===== src/gbc_pkg.sv =====
package gbc_pkg;

  // Field widths
  localparam int RATE_W   = 16;
  localparam int MSUM_W   = 18;
  localparam int THRESH_W = 18;
  localparam int LIMIT_W  = 16;
  localparam int NUM_AXES = 3;

  // APB register port
  localparam int APB_ADDR_W = 3;
  localparam int APB_DATA_W = 32;

  // Defaults
  localparam int unsigned CALIB_SAMPLES_DEF = 30;
  localparam logic [THRESH_W-1:0] THRESH_RESET = 18'd20;
  localparam logic [LIMIT_W-1:0]  LIMIT_RESET  = 16'd100;

  typedef logic signed [RATE_W-1:0] rate_t;

  typedef enum logic {
    OP_SAMPLE = 1'b0,
    OP_CALIB  = 1'b1
  } op_t;

  // Register index, taken from paddr[2]
  typedef enum logic {
    REG_THRESH = 1'b0,
    REG_LIMIT  = 1'b1
  } reg_idx_t;

endpackage


===== src/gbc_if.sv =====
interface gbc_in_if import gbc_pkg::*; ();
  logic  valid;
  logic  ready;
  op_t   operation;
  rate_t rate_x;
  rate_t rate_y;
  rate_t rate_z;

  modport source (output valid, operation, rate_x, rate_y, rate_z, input ready);
  modport sink   (input valid, operation, rate_x, rate_y, rate_z, output ready);
endinterface

interface gbc_out_if import gbc_pkg::*; ();
  logic              valid;
  logic              ready;
  rate_t             corrected_x;
  rate_t             corrected_y;
  rate_t             corrected_z;
  logic [MSUM_W-1:0] motion_sum;
  logic              stable;
  logic              settled_once;
  logic              bias_valid;
  logic              calibrating;

  modport source (output valid, corrected_x, corrected_y, corrected_z, motion_sum,
                  stable, settled_once, bias_valid, calibrating, input ready);
  modport sink   (input valid, corrected_x, corrected_y, corrected_z, motion_sum,
                  stable, settled_once, bias_valid, calibrating, output ready);
endinterface


===== src/gyro_bias_calib_and_still_detect.sv =====
// Registers: input register, then result register; each item passes through both in order.
// Throughput: one item per cycle unless result.ready holds off the result register;
// while a result waits, the input register refills only if it is empty.
// Bias divide is a reciprocal multiply per axis, done in the cycle of the last
// averaging sample, so the new bias applies to the very next sample.
// Reset (rst, synchronous, active high): all state zero, threshold 20, still limit 100.
module gyro_bias_calib_and_still_detect import gbc_pkg::*; #(
  parameter int unsigned CALIB_SAMPLES = CALIB_SAMPLES_DEF
) (
  input  logic                  clk,
  input  logic                  rst,
  input  logic                  psel,
  input  logic                  penable,
  input  logic                  pwrite,
  input  logic [APB_ADDR_W-1:0] paddr,
  input  logic [APB_DATA_W-1:0] pwdata,
  output logic [APB_DATA_W-1:0] prdata,
  output logic                  pready,
  gbc_in_if.sink                sample,
  gbc_out_if.source             result
);

  // Averaging sum and divide-by-constant sizing
  localparam int SUM_W     = RATE_W + $clog2(CALIB_SAMPLES);
  localparam int CNT_W     = $clog2(CALIB_SAMPLES + 1);
  localparam int DIV_SHIFT = SUM_W + $clog2(CALIB_SAMPLES);
  localparam int MULT_W    = DIV_SHIFT + 1;
  localparam int PROD_W    = SUM_W + MULT_W;
  localparam logic [MULT_W-1:0] RECIP =
    MULT_W'(((longint'(1) << DIV_SHIFT) + longint'(CALIB_SAMPLES) - 1) /
            longint'(CALIB_SAMPLES));
  localparam logic [CNT_W-1:0] CNT_LAST = CNT_W'(CALIB_SAMPLES - 1);

  // Configuration registers
  logic [THRESH_W-1:0] motion_threshold;
  logic [LIMIT_W-1:0]  still_limit;
  reg_idx_t            reg_sel;

  assign reg_sel = reg_idx_t'(paddr[2]);
  assign pready  = 1'b1;

  always_ff @(posedge clk) begin
    if (rst) begin
      motion_threshold <= THRESH_RESET;
      still_limit      <= LIMIT_RESET;
    end else if (psel && penable && pwrite) begin
      case (reg_sel)
        REG_THRESH: motion_threshold <= pwdata[THRESH_W-1:0];
        REG_LIMIT:  still_limit      <= pwdata[LIMIT_W-1:0];
        default:    ;
      endcase
    end
  end

  always_comb begin
    case (reg_sel)
      REG_THRESH: prdata = APB_DATA_W'(motion_threshold);
      REG_LIMIT:  prdata = APB_DATA_W'(still_limit);
      default:    prdata = '0;
    endcase
  end

  // Pipeline control
  logic  stg_valid;
  op_t   stg_op;
  rate_t stg_rate [NUM_AXES];
  logic  res_valid;
  logic  res_en;
  logic  stg_en;
  logic  work;

  assign res_en       = !res_valid || result.ready;
  assign stg_en       = !stg_valid || res_en;
  assign sample.ready = stg_en;
  assign work         = stg_valid && res_en;

  // Input register
  always_ff @(posedge clk) begin
    if (rst) begin
      stg_valid <= 1'b0;
    end else if (stg_en) begin
      stg_valid <= sample.valid;
    end
  end

  always_ff @(posedge clk) begin
    if (stg_en && sample.valid) begin
      stg_op      <= sample.operation;
      stg_rate[0] <= sample.rate_x;
      stg_rate[1] <= sample.rate_y;
      stg_rate[2] <= sample.rate_z;
    end
  end

  // Block state
  rate_t                    prev_rate [NUM_AXES];
  rate_t                    bias      [NUM_AXES];
  logic signed [SUM_W-1:0]  calib_sum [NUM_AXES];
  logic                     bias_ok;
  logic [LIMIT_W-1:0]       still_count;
  logic                     stable_flag;
  logic                     settled_flag;
  logic                     calib_active;
  logic [CNT_W-1:0]         calib_count;

  rate_t                    prev_rate_next [NUM_AXES];
  rate_t                    bias_next      [NUM_AXES];
  logic signed [SUM_W-1:0]  calib_sum_next [NUM_AXES];
  logic                     bias_ok_next;
  logic [LIMIT_W-1:0]       still_count_next;
  logic                     stable_flag_next;
  logic                     settled_flag_next;
  logic                     calib_active_next;
  logic [CNT_W-1:0]         calib_count_next;
  rate_t                    cor [NUM_AXES];
  logic [MSUM_W-1:0]        msum;

  // Per-item datapath
  always_comb begin
    logic signed [RATE_W:0]   diff;
    logic [RATE_W-1:0]        adiff [NUM_AXES];
    logic signed [SUM_W-1:0]  acc;
    logic [SUM_W-1:0]         mag;
    logic [PROD_W-1:0]        prod;
    logic [RATE_W-1:0]        quo;

    prev_rate_next    = prev_rate;
    bias_next         = bias;
    calib_sum_next    = calib_sum;
    bias_ok_next      = bias_ok;
    still_count_next  = still_count;
    stable_flag_next  = stable_flag;
    settled_flag_next = settled_flag;
    calib_active_next = calib_active;
    calib_count_next  = calib_count;
    msum              = '0;
    diff              = '0;
    acc               = '0;
    mag               = '0;
    prod              = '0;
    quo               = '0;
    for (int a = 0; a < NUM_AXES; a++) begin
      cor[a]   = '0;
      adiff[a] = '0;
    end

    if (stg_op == OP_CALIB) begin
      // Restart averaging, drop the current bias
      bias_ok_next      = 1'b0;
      calib_active_next = 1'b1;
      calib_count_next  = '0;
      for (int a = 0; a < NUM_AXES; a++) begin
        calib_sum_next[a] = '0;
      end
    end else begin
      // Bias removal and change from previous sample
      for (int a = 0; a < NUM_AXES; a++) begin
        cor[a]            = bias_ok ? rate_t'(stg_rate[a] - bias[a]) : stg_rate[a];
        diff              = (RATE_W+1)'(prev_rate[a]) - (RATE_W+1)'(cor[a]);
        adiff[a]          = diff[RATE_W] ? RATE_W'(-diff) : diff[RATE_W-1:0];
        prev_rate_next[a] = cor[a];
      end
      msum = MSUM_W'(adiff[0]) + MSUM_W'(adiff[1]) + MSUM_W'(adiff[2]);

      // Stillness tracking
      if (msum < motion_threshold) begin
        if (still_count != '1) begin
          still_count_next = still_count + 1'b1;
        end
      end else begin
        still_count_next = '0;
        stable_flag_next = 1'b0;
      end
      if (still_count_next > still_limit) begin
        stable_flag_next  = 1'b1;
        settled_flag_next = 1'b1;
      end

      // Averaging; last sample divides by reciprocal multiply, toward zero
      if (calib_active) begin
        for (int a = 0; a < NUM_AXES; a++) begin
          acc               = calib_sum[a] + SUM_W'(cor[a]);
          calib_sum_next[a] = acc;
          mag               = acc[SUM_W-1] ? SUM_W'(-acc) : acc;
          prod              = PROD_W'(mag) * PROD_W'(RECIP);
          quo               = prod[DIV_SHIFT +: RATE_W];
          if (calib_count == CNT_LAST) begin
            bias_next[a] = acc[SUM_W-1] ? rate_t'(-quo) : rate_t'(quo);
          end
        end
        if (calib_count == CNT_LAST) begin
          bias_ok_next      = 1'b1;
          calib_active_next = 1'b0;
          calib_count_next  = '0;
        end else begin
          calib_count_next = calib_count + 1'b1;
        end
      end
    end
  end

  // State update
  always_ff @(posedge clk) begin
    if (rst) begin
      for (int a = 0; a < NUM_AXES; a++) begin
        prev_rate[a] <= '0;
        bias[a]      <= '0;
        calib_sum[a] <= '0;
      end
      bias_ok      <= 1'b0;
      still_count  <= '0;
      stable_flag  <= 1'b0;
      settled_flag <= 1'b0;
      calib_active <= 1'b0;
      calib_count  <= '0;
    end else if (work) begin
      prev_rate    <= prev_rate_next;
      bias         <= bias_next;
      calib_sum    <= calib_sum_next;
      bias_ok      <= bias_ok_next;
      still_count  <= still_count_next;
      stable_flag  <= stable_flag_next;
      settled_flag <= settled_flag_next;
      calib_active <= calib_active_next;
      calib_count  <= calib_count_next;
    end
  end

  // Result register
  rate_t             res_cor [NUM_AXES];
  logic [MSUM_W-1:0] res_msum;
  logic              res_stable;
  logic              res_settled;
  logic              res_bias_ok;
  logic              res_calib;

  always_ff @(posedge clk) begin
    if (rst) begin
      res_valid <= 1'b0;
    end else if (res_en) begin
      res_valid <= stg_valid;
    end
  end

  always_ff @(posedge clk) begin
    if (work) begin
      res_cor     <= cor;
      res_msum    <= msum;
      res_stable  <= stable_flag_next;
      res_settled <= settled_flag_next;
      res_bias_ok <= bias_ok_next;
      res_calib   <= calib_active_next;
    end
  end

  assign result.valid        = res_valid;
  assign result.corrected_x  = res_cor[0];
  assign result.corrected_y  = res_cor[1];
  assign result.corrected_z  = res_cor[2];
  assign result.motion_sum   = res_msum;
  assign result.stable       = res_stable;
  assign result.settled_once = res_settled;
  assign result.bias_valid   = res_bias_ok;
  assign result.calibrating  = res_calib;

  // Checks
  a_bias_xor_calib: assert property (@(posedge clk) disable iff (rst)
    !(bias_ok && calib_active))
    else $error("bias valid while averaging");

  a_count_range: assert property (@(posedge clk) disable iff (rst)
    calib_count <= CNT_LAST)
    else $error("averaging count out of range");

  a_stable_settled: assert property (@(posedge clk) disable iff (rst)
    stable_flag |-> settled_flag)
    else $error("stable without settled");

  a_calib_result: assert property (@(posedge clk) disable iff (rst)
    (work && stg_op == OP_CALIB) |=> (res_valid && res_calib && !res_bias_ok))
    else $error("start-calibration result flags wrong");

endmodule


===== src/flat_wrapper.sv =====
// flat-port wrapper written by rule: the top's interface ports become plain ports
module gyro_bias_calib_and_still_detect_flat import gbc_pkg::*;
#(
  parameter int unsigned CALIB_SAMPLES = CALIB_SAMPLES_DEF
)
  (clk, rst, psel, penable, pwrite, paddr, pwdata, prdata, pready, sample_valid, sample_operation, sample_rate_x, sample_rate_y, sample_rate_z, sample_ready, result_valid, result_corrected_x, result_corrected_y, result_corrected_z, result_motion_sum, result_stable, result_settled_once, result_bias_valid, result_calibrating, result_ready);
  gbc_in_if sample_i ();
  gbc_out_if result_i ();
  input  logic clk;
  input  logic rst;
  input  logic psel;
  input  logic penable;
  input  logic pwrite;
  input  logic [APB_ADDR_W-1:0] paddr;
  input  logic [APB_DATA_W-1:0] pwdata;
  output logic [APB_DATA_W-1:0] prdata;
  output logic pready;
  input wire logic [$bits(sample_i.valid)-1:0] sample_valid;
  input wire logic [$bits(sample_i.operation)-1:0] sample_operation;
  input wire logic [$bits(sample_i.rate_x)-1:0] sample_rate_x;
  input wire logic [$bits(sample_i.rate_y)-1:0] sample_rate_y;
  input wire logic [$bits(sample_i.rate_z)-1:0] sample_rate_z;
  output wire logic [$bits(sample_i.ready)-1:0] sample_ready;
  output wire logic [$bits(result_i.valid)-1:0] result_valid;
  output wire logic [$bits(result_i.corrected_x)-1:0] result_corrected_x;
  output wire logic [$bits(result_i.corrected_y)-1:0] result_corrected_y;
  output wire logic [$bits(result_i.corrected_z)-1:0] result_corrected_z;
  output wire logic [$bits(result_i.motion_sum)-1:0] result_motion_sum;
  output wire logic [$bits(result_i.stable)-1:0] result_stable;
  output wire logic [$bits(result_i.settled_once)-1:0] result_settled_once;
  output wire logic [$bits(result_i.bias_valid)-1:0] result_bias_valid;
  output wire logic [$bits(result_i.calibrating)-1:0] result_calibrating;
  input wire logic [$bits(result_i.ready)-1:0] result_ready;
  assign sample_i.valid = sample_valid;
  assign sample_i.operation = sample_operation;
  assign sample_i.rate_x = sample_rate_x;
  assign sample_i.rate_y = sample_rate_y;
  assign sample_i.rate_z = sample_rate_z;
  assign sample_ready = sample_i.ready;
  assign result_valid = result_i.valid;
  assign result_corrected_x = result_i.corrected_x;
  assign result_corrected_y = result_i.corrected_y;
  assign result_corrected_z = result_i.corrected_z;
  assign result_motion_sum = result_i.motion_sum;
  assign result_stable = result_i.stable;
  assign result_settled_once = result_i.settled_once;
  assign result_bias_valid = result_i.bias_valid;
  assign result_calibrating = result_i.calibrating;
  assign result_i.ready = result_ready;
  gyro_bias_calib_and_still_detect #(.CALIB_SAMPLES(CALIB_SAMPLES)) u_core (.clk(clk), .rst(rst), .psel(psel), .penable(penable), .pwrite(pwrite), .paddr(paddr), .pwdata(pwdata), .prdata(prdata), .pready(pready), .sample(sample_i), .result(result_i));
endmodule

===== config.mk =====
export PLATFORM = sky130hd
export DESIGN_NAME = gyro_bias_calib_and_still_detect_flat
export DESIGN_NICKNAME = d
export VERILOG_FILES = /design/src/gbc_pkg.sv /design/src/gbc_if.sv /design/src/gyro_bias_calib_and_still_detect.sv /design/src/flat_wrapper.sv
export SDC_FILE = /design/constraint.sdc
export NUM_CORES = 2
export LEC_CHECK = 0
export BUFFER_PORTS_ARGS = -buffer_cell sky130_fd_sc_hd__buf_4
export CAP_MARGIN = 20
export CELL_PAD_IN_SITES_DETAIL_PLACEMENT = 0
export CELL_PAD_IN_SITES_GLOBAL_PLACEMENT = 1
export CORE_UTILIZATION = 50
export DETAILED_ROUTE_END_ITERATION = 10
export GPL_TIMING_DRIVEN = 0
export PLACE_DENSITY_LB_ADDON = 0.1
export SLEW_MARGIN = 40
export SYNTH_ARGS = -nofsm -noshare
export SYNTH_HDL_FRONTEND = slang
export SYNTH_SLANG_ARGS = --single-unit

===== constraint.sdc =====
create_clock -name clk -period 18.8 [get_ports clk]
set_input_delay 0 -clock clk [delete_from_list [all_inputs] [get_ports clk]]
set_output_delay 0 -clock clk [all_outputs]
set_load 0.02 [all_outputs]

* Word-level counts from Yosys, hierarchy flattened
Memory sizes are Yosys's and may differ from the RTL's. Index checks and enable logic that the tools add are counted.
Word-level totals: register bits after elaboration 291, latch bits 0, logic and storage cells 108, input bits 91, output and inout bits 105, memories 1, bits in read-only memories 0, bits in writable memories 48
Cells by class: reduce and logical (&&, ||, !) cells 14, equality and inequality tests 2, add/sub/neg operators 22, bitwise operators 2, magnitude comparators 2, div/mod/pow operators 0, mux-type cells 34, shift-type cells 0, multiply operators 3
Memories:
- u_core.stg_rate | depth 3, bits a word 16, read ports 3, clocked after Yosys merged registers in 0, wr ports 3, line gyro_bias_calib_and_still_detect.sv:66 | rate_t stg_rate [NUM_AXES];
Operators by type and width (number):
- 2-to-1 mux 16 bit | 12
- multiplier 21 x 22 -> 42 bit, second input constant | 3
- 2-to-1 mux 63 bit | 2
- negator 16 bit | 6
- case mux 32 bit (2 select lines) | 1
- adder 21 x 16 -> 21 bit | 3
- 2-to-1 mux 21 bit | 3
- negator 21 bit | 3
- subtractor 16 x 16 -> 17 bit | 3
- subtractor 16 bit | 3
- adder 18 x 16 -> 18 bit | 1
- < comparator 18 bit | 1
- adder 16 x 16 -> 17 bit | 1
- adder 16 x 1 -> 16 bit, second input constant | 1
- > comparator 16 bit | 1
- != test 16 bit, second input constant | 1
- 2-to-1 mux 5 bit | 3
- 2-to-1 mux 1 bit | 13
- AND reduction 2 bit | 4
- adder 5 x 1 -> 5 bit, second input constant | 1
- == test 5 bit, second input constant | 1
- logical AND 1 bit | 4
- AND reduction 4 bit | 1
- logical NOT 1 bit | 2
- 3 further kinds | 5

* Longest topological paths before layout
An unclocked memory read counts as a cell.
depth after elaboration 14, mapped depth 66

* Worst setup path before layout
OpenSTA, ideal clock, no wires.
path kind register to register, from mem u_core.stg_rate[0][16] (netlist name), to reg u_core.bias[28] (netlist name), arrival 11356 ps, slack 7327 ps, required time 18683 ps, library setup time 117 ps, path buffers 3, cell stages (with the launch flop) 54, cell sequence edfxtp_1 -> inv_1 -> ha_1 -> inv_1 -> fa_1 -> a21o_1 -> a21oi_1 -> o21bai_1 -> a21oi_1 -> o21bai_1 -> a21oi_1 -> o21bai_1 -> a21oi_1 -> o21ai_0 -> a31oi_1 -> xnor2_1 -> mux2i_1 -> inv_1 -> (+18 left out) -> fa_1 -> ha_1 -> ha_1 -> a21o_1 -> a21o_1 -> a21oi_1 -> o21ai_0 -> nand2b_1 -> or4_1 -> and3_1 -> inv_1 -> ha_1 -> inv_1 -> nor2_1 -> nor4b_2 -> and4b_1 -> a311oi_1 -> a32o_1
RTL lines:
- start: declaration | line gyro_bias_calib_and_still_detect.sv:66
- end signal: assignment | line gyro_bias_calib_and_still_detect.sv:218 | bias <= bias_next;
- end: declaration | line gyro_bias_calib_and_still_detect.sv:97 | rate_t bias [NUM_AXES];

==> impl_metrics.tcl <==
set metrics [dict create \
    run_status "complete, no violations" \
    insertion_delay_ns 0.60 \
    rr_worst_depth 53 \
    area_delta_synth_final_pct 12.2 \
    drt_iter0_drc 2273 \
    crit_type "register to register" \
    die_w_um 290 \
    final_cell_mix "ha_1, inv_1, nor2_1" \
    yosysWarningCount 0 \
    avgSynthCellArea_sq_um 8.41 \
    slew_violations 0 \
    num_vias 35900 \
    ant_nets 0 \
    synth_cells 4919 \
    hold_viol_final 0 \
    async_reset_ff_frac 0 \
    numCtsBuffers 42 \
    cp.required_ns 19.32 \
    hpwlAfterDp_um 102000 \
    rows 105 \
    clk_path_buf_depth 3 \
    design.core.area_sq_um 82000 \
    hold_start "paddr[2]" \
    maxSlewHeadroom 0.376 \
    synth_edf_count 119 \
    critPathCaptureType "register" \
    ys_seq_area_frac 0.193 \
    cts.sink_count 339 \
    final.setup.tns_ns 0 \
    crit_start "u_core.stg_rate[0][16]$_DFFE_PP_" \
    netlist_area_sq_um 41400 \
    dieArea_sq_um 83900 \
    track_usage 0.295 \
    ys_types 112 \
    startpoint_type "register" \
    synth-compound-area-share 0.184 \
    firstDrtPassIters 5 \
    ys_ff_latch 339 \
    min_path_cells 4 \
    critPathMaxFanout 10 \
    port_buffers 162 \
    n_antenna_cell 0 \
    whs_ns 0.0883 \
    synthMuxAreaShare 0.0120 \
    crit_path_top_delay_cell "xnor2_1" \
    rsz0062_at_grt "false" \
    post_cts_resize_count 0 \
    start_util 0.505 \
    drt_wl_total_um 125000 \
    yosys.area_share.adder 0.318 \
    drive_gt1_frac 0.0704 \
    wl_per_cell_um 19.8 \
    worst_slew_pin_slew_ns 0.910 \
    grt_pass1_vias 34400 \
    clk_pin_slew_ns 0.08 \
    clock_skew_ns 0.0309 \
    critPathMaxStageDelay_ns 0.63 \
    synth_ff_type "dfxtp_1" \
    finalCriticalPeriod_ns 14.48 \
    via_per_inst 5.67 \
    drc 0 \
    synth_top_family_by_area "adder cells" \
    io-pin-count 196 \
    holdBufCountCts 76 \
    gp_congestion 0.919 \
    yosys.area_share.xor_xnor 0.0700 \
    cp.arrival_ns 15.00 \
    maxCapViolations 0 \
    h-tree-depth 2 \
    hp-class "input pin to register" \
    cts_tree "built" \
    synthSimpleGateAreaFrac 0.152 \
    yosysTopAreaCellShare 0.226 \
    fmax_ghz 0.0690 \
    finalCritPeriodShare 0.770 \
    die_h_um 290 \
    reg2reg_from "u_core.stg_rate[0][16]$_DFFE_PP_" \
    ys_top_cells_by_area "ha_1, dfxtp_1, fa_1" \
    grt_start_max_net_pins 53 \
    nets 6249 \
    cts_setup_buffers 0 \
    root_buffer "clkbuf_16" \
    setup_viol 0 \
    synth_top_cell_by_area "ha_1" \
    grt_pass1_wl_um 192000 \
    grt_overflow_total 0 \
    antenna_found_initial 2 \
    final_common_cell "ha_1" \
]
==> flip-flops by register name (all words and copies together), names as in the netlist, 5 cells and up <==
name,count
u_core.result.corrected_y,16
u_core.calib_count,5
u_core.result.corrected_x,16
u_core.prev_rate,48
u_core.bias,48
u_core.stg_rate,48
u_core.still_limit,16
u_core.calib_sum,63
u_core.result.corrected_z,16
u_core.result.motion_sum,18
u_core.motion_threshold,18
u_core.still_count,16
==> worst paths after layout <==
check                                             end  slack [ns]
max reg2reg              u_core.bias[28]$_SDFFE_PP0P_        4.32
min reg2reg  u_core.motion_threshold[14]$_SDFFE_PP0P_        0.45
max                      u_core.bias[28]$_SDFFE_PP0P_        4.32
min                u_core.still_limit[1]$_SDFFE_PP0P_        0.09
==> kinds of logic after synthesis <==
kind of cell    count (synthesis)
other cells                     2
xor+xnor                      329
buf+inv                       765
simple gates                 1324
fa+ha+maj                     937
flops                         339
mux                            48
compound gates               1175
==> area by class of cell <==
type | instances | area [sq um]
fillers | 7819 | 35600
multi-input cells | 3828 | 30700
flip-flops and latches | 339 | 7980
inverters | 626 | 2350
repair buffers | 245 | 2070
well taps | 1070 | 1340
clock buffers | 55 | 1190
plain buffers | 139 | 601
clock inverters | 22 | 215
==> per-layer routing <==
| metal | up-vias | global-route usage | routed length, um | part of all wire |
|---|---|---|---|---|
| met5 | - | 0 | 0 | 0 |
| met4 | 0 | 0.0737 | 2870 | 0.023 |
| met3 | 148 | 0.0301 | 5990 | 0.048 |
| met2 | 844 | 0.488 | 57500 | 0.46 |
| met1 | 17100 | 0.412 | 58700 | 0.47 |
| li1 | 17800 | - | - | - |
==> worst max-delay path, delay by kind of cell, from the launching register on <==
kind | cells | cell delay, ns
muxes | 1 | 0.44
buffers and inverters | 10 | 1.67
AOI/OAI and AO/OA | 20 | 4.58
and+or+nand+nor | 8 | 1.97
xor gates and xnor gates | 3 | 0.97
adders and majority gates | 11 | 4.28
DFF | 1 | 0.49
==> synthesized netlist by cell type (all sizes together) (12+ instances only) <==
master / number
nor2b: 62
nor2: 474
o21bai: 53
or3: 31
nand3: 80
a211oi: 92
o21ai: 206
xnor2: 228
a22oi: 50
nand2: 333
xor2: 101
or2: 14
a31oi: 44
mux2i: 36
ha: 746
or4: 13
nor3: 95
and4: 13
nor4: 17
and2: 27
nand4: 43
a21oi: 370
and3: 34
edfxtp: 119
a21o: 142
a21boi: 18
clkbuf: 116
o31ai: 27
buf: 23
o211ai: 20
o21a: 38
mux2: 12
nand2b: 44
dfxtp: 220
fa: 191
inv: 625
==> stage by stage <==
step	cells	cell area (sq um)	utilization	setup WS (ns)
floorplan	4932	41400	-	7.33
global placement	6164	44000	0.537	4.30
detailed placement	6171	44200	0.539	4.47
CTS	6324	46400	0.566	4.37
global route	6324	46400	0.566	3.40
finish	6324	46400	0.566	4.32
Power is left out: the tool's default activity adds up to more than one toggle a clock period on the data nets, which glitch-free logic cannot reach.
